**src/design/paged_memory_and_ula_ports_defines.svh**
```systemverilog
// Assertion macros shared by the paged memory and port unit.
`ifndef PAGED_MEMORY_AND_ULA_PORTS_DEFINES_SVH
`define PAGED_MEMORY_AND_ULA_PORTS_DEFINES_SVH

// The consequent must hold in the same cycle as the antecedent.
`define PMU_ASSERT_SAME(lbl, ante, cons, msg) \
    lbl: assert property (@(posedge i_clk) disable iff (!i_rst_n) (ante) |-> (cons)) \
        else $error(msg);

// The consequent must hold in the cycle after the antecedent.
`define PMU_ASSERT_NEXT(lbl, ante, cons, msg) \
    lbl: assert property (@(posedge i_clk) disable iff (!i_rst_n) (ante) |=> (cons)) \
        else $error(msg);

`endif

```
**src/design/pmu_pkg.sv**
```systemverilog
// Types and constants of the paged memory and port unit.
package pmu_pkg;

    localparam int PAGE_AW     = 14;
    localparam int RAM_PAGE_W  = 3;
    localparam int RAM_AW      = PAGE_AW + RAM_PAGE_W;
    localparam int ROM_AW      = PAGE_AW + 1;
    localparam int DATA_W      = 8;
    localparam int KEY_ROWS    = 8;
    localparam int SCREEN_BYTES = 6912;

    localparam logic [DATA_W-1:0] KEY_IDLE    = 8'hBF;
    localparam logic [15:0]       PAGING_MASK = 16'h8002;
    localparam logic [2:0]        SCREEN_NORMAL = 3'd5;
    localparam logic [2:0]        SCREEN_SHADOW = 3'd7;
    localparam logic [2:0]        SLOT1_PAGE    = 3'd5;
    localparam logic [2:0]        SLOT2_PAGE    = 3'd2;
    localparam logic [2:0]        SLOT3_FIXED   = 3'd0;
    localparam logic              ROM_FIXED     = 1'b1;
    localparam logic [2:0]        KEY_BIT_LIMIT = 3'd5;

    localparam logic [1:0] SLOT_ROM = 2'd0;
    localparam logic [1:0] SLOT_1   = 2'd1;
    localparam logic [1:0] SLOT_2   = 2'd2;
    localparam logic [1:0] SLOT_3   = 2'd3;

    typedef enum logic [2:0] {
        CMD_MEM_READ  = 3'd0,
        CMD_MEM_WRITE = 3'd1,
        CMD_IO_READ   = 3'd2,
        CMD_IO_WRITE  = 3'd3,
        CMD_KEY_DOWN  = 3'd4,
        CMD_KEY_UP    = 3'd5,
        CMD_ROM_LOAD  = 3'd6,
        CMD_NOP       = 3'd7
    } t_cmd;

    typedef enum logic [1:0] {
        RSEL_NONE = 2'd0,
        RSEL_RAM  = 2'd1,
        RSEL_ROM  = 2'd2,
        RSEL_KEY  = 2'd3
    } t_rsel;

    typedef struct packed {
        logic              ram_en;
        logic              ram_we;
        logic [RAM_AW-1:0] ram_addr;
        logic              rom_en;
        logic              rom_we;
        logic [ROM_AW-1:0] rom_addr;
        t_rsel             rsel;
        logic [DATA_W-1:0] key_value;
        logic              contended;
        logic              write_taken;
        logic              screen_touched;
        logic              floating_bus;
    } t_req;

    typedef struct packed {
        logic [2:0] border;
        logic       ear;
        logic [2:0] screen_page;
        logic       locked;
    } t_stat;

endpackage

```
**src/design/pmu_ctrl.sv**
```systemverilog
// Address mapping, paging register, keyboard rows and port registers.
module pmu_ctrl import pmu_pkg::*; (
    input  logic        i_clk,
    input  logic        i_rst_n,
    input  logic        i_cfg_we,
    input  logic        i_cfg_machine_128k,
    input  logic        i_accept,
    input  logic [2:0]  i_cmd,
    input  logic [15:0] i_address,
    input  logic [7:0]  i_data,
    input  logic [2:0]  i_key_row,
    input  logic [2:0]  i_key_bit,
    output t_req        o_req,
    output t_stat       o_stat
);

    logic              r_machine;
    logic [7:0]        r_preg;
    logic              r_lock;
    logic [2:0]        r_border;
    logic              r_ear;
    logic [DATA_W-1:0] r_key_rows [KEY_ROWS];

    logic              n_machine;
    logic [7:0]        n_preg;
    logic              n_lock;
    logic [2:0]        n_border;
    logic              n_ear;
    logic [DATA_W-1:0] n_key_rows [KEY_ROWS];

    t_cmd              cmd;
    logic [1:0]        slot;
    logic [PAGE_AW-1:0] offset;
    logic [2:0]        ram_page;
    logic              rom_page;
    logic [2:0]        screen_now;
    logic              slot_contended;
    logic [DATA_W-1:0] key_and;
    logic [DATA_W-1:0] key_mask;

    assign cmd    = t_cmd'(i_cmd);
    assign slot   = i_address[15:14];
    assign offset = i_address[PAGE_AW-1:0];

    always_comb begin
        unique case (slot)
            SLOT_1:  ram_page = SLOT1_PAGE;
            SLOT_2:  ram_page = SLOT2_PAGE;
            default: ram_page = r_machine ? r_preg[2:0] : SLOT3_FIXED;
        endcase
    end

    assign rom_page       = r_machine ? r_preg[4] : ROM_FIXED;
    assign screen_now     = (r_machine && r_preg[3]) ? SCREEN_SHADOW : SCREEN_NORMAL;
    assign slot_contended = (slot == SLOT_1) || (r_machine && slot == SLOT_3 && r_preg[0]);
    assign key_mask       = 8'(1) << i_key_bit;

    always_comb begin
        key_and = KEY_IDLE;
        for (int i = 0; i < KEY_ROWS; i++) begin
            if (!i_address[8+i]) begin
                key_and = key_and & r_key_rows[i];
            end
        end
    end

    always_comb begin
        n_machine  = r_machine;
        n_preg     = r_preg;
        n_lock     = r_lock;
        n_border   = r_border;
        n_ear      = r_ear;
        n_key_rows = r_key_rows;
        o_req      = '0;
        o_req.rsel = RSEL_NONE;
        o_req.ram_addr = {ram_page, offset};
        o_req.rom_addr = {rom_page, offset};
        o_req.key_value = key_and;
        if (i_cfg_we) begin
            n_machine = i_cfg_machine_128k;
            n_preg    = '0;
            n_lock    = 1'b0;
        end
        if (i_accept) begin
            unique case (cmd)
                CMD_MEM_READ: begin
                    o_req.contended = slot_contended;
                    if (slot == SLOT_ROM) begin
                        o_req.rom_en = 1'b1;
                        o_req.rsel   = RSEL_ROM;
                    end else begin
                        o_req.ram_en = 1'b1;
                        o_req.rsel   = RSEL_RAM;
                    end
                end
                CMD_MEM_WRITE: begin
                    o_req.contended = slot_contended;
                    if (slot != SLOT_ROM) begin
                        o_req.ram_en      = 1'b1;
                        o_req.ram_we      = 1'b1;
                        o_req.write_taken = 1'b1;
                        o_req.screen_touched = (ram_page == screen_now) &&
                                               (offset < PAGE_AW'(SCREEN_BYTES));
                    end
                end
                CMD_IO_READ: begin
                    if (!i_address[0]) begin
                        o_req.rsel = RSEL_KEY;
                    end else begin
                        o_req.floating_bus = 1'b1;
                    end
                end
                CMD_IO_WRITE: begin
                    if (r_machine && (i_address & PAGING_MASK) == 16'h0000 && !r_lock) begin
                        n_preg = i_data;
                        n_lock = i_data[5];
                    end
                    if (!i_address[0]) begin
                        n_border = i_data[2:0];
                        n_ear    = i_data[4];
                    end
                end
                CMD_KEY_DOWN: begin
                    if (i_key_bit < KEY_BIT_LIMIT) begin
                        n_key_rows[i_key_row] = r_key_rows[i_key_row] & ~key_mask;
                    end
                end
                CMD_KEY_UP: begin
                    if (i_key_bit < KEY_BIT_LIMIT) begin
                        n_key_rows[i_key_row] = r_key_rows[i_key_row] | key_mask;
                    end
                end
                CMD_ROM_LOAD: begin
                    o_req.rom_en   = 1'b1;
                    o_req.rom_we   = 1'b1;
                    o_req.rom_addr = i_address[ROM_AW-1:0];
                end
                default: begin
                end
            endcase
        end
        o_stat.border      = n_border;
        o_stat.ear         = n_ear;
        o_stat.screen_page = (n_machine && n_preg[3]) ? SCREEN_SHADOW : SCREEN_NORMAL;
        o_stat.locked      = n_lock;
    end

    always_ff @(posedge i_clk) begin
        if (!i_rst_n) begin
            r_machine <= 1'b0;
            r_preg    <= '0;
            r_lock    <= 1'b0;
            r_border  <= '0;
            r_ear     <= 1'b0;
            for (int i = 0; i < KEY_ROWS; i++) begin
                r_key_rows[i] <= KEY_IDLE;
            end
        end else begin
            r_machine  <= n_machine;
            r_preg     <= n_preg;
            r_lock     <= n_lock;
            r_border   <= n_border;
            r_ear      <= n_ear;
            r_key_rows <= n_key_rows;
        end
    end

endmodule

```
**config.mk**
```make
export PLATFORM = sky130hd
export DESIGN_NAME = pmu_ctrl
export DESIGN_NICKNAME = d
export VERILOG_FILES = /design/src/design/paged_memory_and_ula_ports_defines.svh /design/src/design/pmu_pkg.sv /design/src/design/pmu_ctrl.sv
export SDC_FILE = /design/constraint.sdc
export NUM_CORES = 1
export LEC_CHECK = 0
export ABC_AREA = 1
export BUFFER_PORTS_ARGS = -buffer_cell sky130_fd_sc_hd__buf_2
export CORE_MARGIN = 1.5
export CORE_UTILIZATION = 43
export DETAILED_ROUTE_END_ITERATION = 7
export HOLD_SLACK_MARGIN = 0.05
export PLACE_DENSITY = 0.69
export REMOVE_ABC_BUFFERS = 1
export SYNTH_ARGS = -nofsm -noshare
export SYNTH_HDL_FRONTEND = slang
export SYNTH_SLANG_ARGS = --single-unit
```
**constraint.sdc**
```tcl
create_clock -name i_clk -period 1.4 [get_ports i_clk]
set_input_delay 0.14 -clock i_clk [delete_from_list [all_inputs] [get_ports i_clk]]
set_output_delay 0.14 -clock i_clk [all_outputs]
set_load 0.05 [all_outputs]
```
==> results of run 1 <==
==> cell families after synthesis <==
group / after synthesis / share of synthesized area [%]
and+or+nand+nor: 264 / 32.5
buffers and inverters: 129 / 16.6
AOI/OAI and AO/OA: 94 / 13.4
DFF: 67 / 35.4
adders and majority gates: 4 / 1.32
other: 2 / 0.198
xor gates and xnor gates: 1 / 0.231
muxes: 1 / 0.264
==> metal layers <==
metal / vias to the layer above / part of all wire [%] / track usage, %
li1: 1981 / - / -
met1: 1892 / 42 / 30.3
met2: 202 / 49 / 43.0
met3: 27 / 6.3 / 5.27
met4: 0 / 2.4 / 11.6
met5: - / 0 / 0
==> synthesized netlist by cell type <==
cell type  number
clkbuf_2        1
and3_1          1
or2_2          16
xor2_1          1
nand4_1         5
nor3b_1         1
o22ai_1        28
nand2_1       118
ha_1            4
o21ai_2         1
a21oi_1        50
conb_1          2
nor2_1         43
inv_2           2
nor4_1          8
nor3_4          1
nand4_2         6
mux2i_1         1
nand3_2         2
and2_1          1
inv_1          63
buf_2           5
clkinv_1        3
clkbuf_1       14
dfxtp_1        67
clkinv_2        6
o21ai_0        15
buf_4          35
nand3b_1        2
nand3_1        60
==> timing repair <==
item / 4_1_cts / 5_1_grt
buffers inserted: 18 / 2
gates resized for setup: 85 / 51
endpoints found under the setup margin: 16 / 47
hold buffers: 1 / 0
pin swaps: 21 / 17
endpoints found under the hold margin: 1 / 0
==> area by class of cell <==
cell class / count / area [um2] / area share (%)
Multi-Input combinational cell: 367 / 2040 / 41.1
Sequential cell: 67 / 1400 / 28.3
Timing Repair Buffer: 131 / 923 / 18.6
Inverter: 74 / 285 / 5.75
Tap cell: 108 / 135 / 2.72
Clock buffer: 9 / 124 / 2.50
Clock inverter: 7 / 52.6 / 1.06
==> worst min-delay path: cells and delay by family <==
family,cells,cell delay [ps]
AND/OR/NAND/NOR,1,70
buffers and inverters,1,110
AO/OA/AOI/OAI,1,70
==> path summary, 6_finish.rpt <==
kind / to / slack, ps / cells after the start
max: o_stat[0] / -190 / 8
min: r_border[0] / 70 / 3
max reg2reg: r_key_rows[27] / 120 / 9
min reg2reg: r_key_rows[7] / 440 / 1
==> power breakdown <==
group | switching [mW] | internal, mW
sequential | 0.0143 | 1.92
combinational | 0.564 | 0.244
clock | 0.831 | 0.654
==> registers in the layout, indices dropped and copies added (netlist names) <==
signal	cells
r_key_rows	56
r_preg	5
r_border	3
r_ear	1
r_lock	1
r_machine	1
==> out/qor.txt, run 1 <==
Status -> complete, but fails checks
Failing checks -> setup timing
Peak VDD IR -> 711 uV
CTS H-tree depth -> 3
DRT Pass-1 Iters -> 6
CTS tree -> built
Syn Std Cell Area -> 3790 um2
DP Cell Count -> 726
Arrival @ worst endpoint -> 1450 ps
N_diodes -> 0
Final Total Pwr -> 4.23 mW
CP Launch Type -> flop
Fill count -> 809
Critical path buffers and inverters -> 3
Max Clk Rate -> 627 MHz
Util after Layout -> 57.5%
Clk sink count -> 67
CP Cell Sequence -> nand2_2 -> nor2_2 -> nand2_2 -> inv_2 -> buf_4 -> nand2_2 -> nand2_2 -> buf_8
Inserted Clock Buffers -> 9
WL/cell -> 15.8 um
Power per Cell Area -> 852 nW/um2
Worst hold start -> i_data[0]
Reg-to-reg startpoint -> r_key_rows[3]
Vias in the first global route -> 4009
Final Hold Vio Count -> 0
Initial Util -> 43.9%
Skew-Pair Late Insertion Delay -> 350 ps
Root buffer cell -> clkbuf_8
Worst path slowest cell -> dfxtp_4
Initial antenna violation count -> 0
Area Overhead vs Synth -> 30.9%
Nets -> 692
# IOs -> 96
DRT iter0 DRCs -> 205
Share of layout cells above drive strength 1 -> 41.8%
Yosys reg bits -> 67
Detailed-placement wirelength estimate -> 8.20 mm
Core ar. -> 8640 um2
Maximum net fanout on the critical path -> 7
Rows -> 34
Final setup TNS -> -1070 ps
Worst setup EP type -> output pin
DIE WIDTH -> 96.9 um
Post-route antenna net violation count -> 0
Die Area -> 9390 um2
Register area share after synthesis -> 35.4%
Final period util -> 114%
GRT Overall Usage -> 25.2%
Period minus WS final -> 1590 ps
Mapped Cells -> 562
Total number of vias -> 4102
Post-DP Area -> 4250 um2
Setup Crit Path Kind -> reg2out
Cell Count, Final, Fillers Out -> 763
Top delay family on crit path -> flip-flops
Final setup violation count -> 11
Top cell type's share of synthesized area -> 35.4%
Yosys warning count -> 0
Commonest non-fill, non-tap cell in the layout -> nand2_1
Critical Path Max Stage Delay -> 390 ps
First-pass GRT wire length -> 18.9 mm
Design Area, Final -> 4960 um2
Routed vias/inst -> 5.38
Largest net degree at the start of global routing -> 41
Grt total ovfl -> 0
Worst setup startpoint -> r_machine
RSZ-0062 raised after global routing -> true
Req. time, crit path -> 1260 ps
Worst Setup Slack, final -> -194 ps
Leakage Power -> 2.35 nW
Final wirelength -> 12.1 mm
Hold Crit Class -> in2reg
Commonest non-fill, non-tap cells in the layout -> nand2_1, buf_4, inv_1
Clk slew on worst S/H paths -> 80 ps
Post-synth top area cell -> dfxtp_1
Syn Area/Cell -> 6.74 um2
Setup Skew -> 6.83 ps
Hold WS -> 67.7 ps
Cell mode on critical path -> nand2_2
Yosys cell types -> 30
Maxcap violations -> 0
Clk buf depth -> 2
GP Congestion -> 0.962
Area contributors post-synth -> dfxtp_1, nand2_1, nand3_1
# port buffers -> 72
Die height -> 96.9 um
Pre-CTS setup slack -> -241 ps
DRC Markers -> 0
Final Max Tran Viols -> 0
(Power assumes the default switching activity.)
==> inputs of run 2 (changes only) <==
Settings changed: CELL_PAD_IN_SITES_DETAIL_PLACEMENT set to 0, CELL_PAD_IN_SITES_GLOBAL_PLACEMENT set to 1, CORE_UTILIZATION 43 to 34, PLACE_DENSITY 0.69 to 0.87.
==> out/qor.txt, run 2 (synthesis results as in run 1) <==
Reg-to-reg startpoint -> r_machine
Top delay family on crit path -> simple AND/OR/NAND/NOR gates
Worst Setup Slack, final -> -207 ps
Die height -> 109 um
Clk buf depth -> 2
Worst path slowest cell -> nor4_2
Fill count -> 1066
DRC Markers -> 0
Wl on met1 -> 5.05 mm
Skew-Pair Late Insertion Delay -> 350 ps
CTS tree -> built
CP Launch Type -> flop
DP Cell Count -> 770
Commonest non-fill, non-tap cells in the layout -> nand2_1, buf_4, inv_1, nand3_1, buf_2
Worst setup startpoint -> r_key_rows[3]
CTS H-tree depth -> 3
Nets -> 701
Die Area -> 11800 um2
Worst setup EP type -> output pin
Multi-input gate area -> 2040 um2
Routed vias/inst -> 5.13
RSZ-0062 raised after global routing -> true
Clk slew on worst S/H paths -> 80 ps
Final Max Tran Viols -> 0
Req. time, crit path -> 1260 ps
Commonest non-fill, non-tap cell in the layout -> nand2_1
# IOs -> 96
Failing checks -> setup timing
Final period util -> 115%
Initial Util -> 35.0%
Root buffer cell -> clkbuf_8
Worst hold start -> i_data[2]
Top sig layer -> met4
DRT iter0 DRCs -> 276
Status -> complete, but fails checks
WL met2 -> 6.02 mm
Core ar. -> 10800 um2
Share of layout cells above drive strength 1 -> 41.1%
GRT Overall Usage -> 21.2%
Util after Layout -> 47.5%
Total number of vias -> 4123
Arrival @ worst endpoint -> 1470 ps
Largest registers -> r_key_rows: 56 flops, r_preg: 5 flops, r_border: 3 flops
WL/cell -> 15.4 um
Met3 wire length -> 1.02 mm
Critical path buffers and inverters -> 2
Largest net degree at the start of global routing -> 42
Vias in the first global route -> 3921
Hold WS -> 52.8 ps
Detailed-placement wirelength estimate -> 8.76 mm
Setup Skew -> 5.17 ps
Register cell area after layout -> 1410 um2
Rows -> 38
Area Overhead vs Synth -> 35.9%
DIE WIDTH -> 109 um
Critical Path Max Stage Delay -> 370 ps
Leakage Power -> 2.43 nW
Max Clk Rate -> 622 MHz
Hold Crit Class -> in2reg
Final Hold Vio Count -> 0
Cell Count, Final, Fillers Out -> 804
Final wirelength -> 12.4 mm
N_diodes -> 0
Period minus WS final -> 1610 ps
Inserted Clock Buffers -> 9
GP Congestion -> 0.959
Post-route antenna net violation count -> 0
# port buffers -> 72
Maxcap violations -> 0
Hold_buf cts -> 0
CP Cell Sequence -> o22ai_2 -> nor4_2 -> buf_4 -> buf_8
Power per Cell Area -> 864 nW/um2
Peak VDD IR -> 427 uV
Setup Crit Path Kind -> reg2out
Top reg by flops -> r_key_rows
First-pass GRT wire length -> 19.2 mm
Final setup violation count -> 13
Initial antenna violation count -> 0
Largest register FFs -> 56
Grt total ovfl -> 0
Clk sink count -> 67
Final setup TNS -> -1280 ps
DRT Pass-1 Iters -> 5
Maximum net fanout on the critical path -> 3
-- run 2: cell count changes in the layout (fill, tap and decap cells not counted), sizes merged --
cell / before / now
buf: 129 / 137
clkbuf: 10 / 12
bufinv: 0 / 1
clkinvlp: 1 / 0
dlygate4sd3: 1 / 0
-- run 2: timing repair --
action / in CTS / in global routing
gates resized for setup: 89 / 48
buffers inserted: 18 / 3
hold endpoints to repair: 0 / 0
setup endpoints to repair: 18 / 26
pin swaps: 13 / 19
-- run 2: routing by layer --
metal  vias to the layer above  global-route usage (%)
met1                      1903                    25.7
met3                        31                    4.82
met5                         -                       0
met2                       197                    37.0
met4                         0                    6.77
li1                       1992                       -
-- run 2: report_power, final --
| part | switching (mW) | total, mW | internal, mW |
|---|---|---|---|
| Clock | 0.831 | 1.67 | 0.834 |
| Sequential | 0.0145 | 1.93 | 1.91 |
| Combinational | 0.570 | 0.855 | 0.285 |
| Total | 1.42 | 4.45 | 3.03 |
-- run 2: cell type report --
type	instances	area share (%)
clock buffers	9	2.41
clock inverters	7	1.46
inverters	74	5.54
multi-input cells	367	39.7
flip-flops and latches	67	27.3
well taps	140	3.40
repair buffers	140	20.2
-- run 2: final timing paths --
check	endpoint	slack, ps	cells after the start
worst max register to register	r_preg[0]	60	8
worst max-delay path	o_req[7]	-210	4
worst min-delay path	r_preg[2]	50	3
worst min register to register	r_key_rows[39]	440	1
-- run 2: worst register-to-register path, delay by kind of cell, from the launching register on --
family / cells / cell delay, ps
AOI/OAI and AO/OA: 1 / 150
buffers and inverters: 3 / 420
DFF: 1 / 390
and+or+nand+nor: 4 / 270
-- run 2: through the flow --
step / worst slack [ps] / area [um2] / power, mW
after floorplan: -711 / 3450 / 2.29
after global placement: -241 / 4420 / 2.74
after detailed placement: -227 / 4420 / 2.75
after CTS: -191 / 4970 / 4.43
after global routing: -260 / 5150 / 4.62
final: -207 / 5150 / 4.45
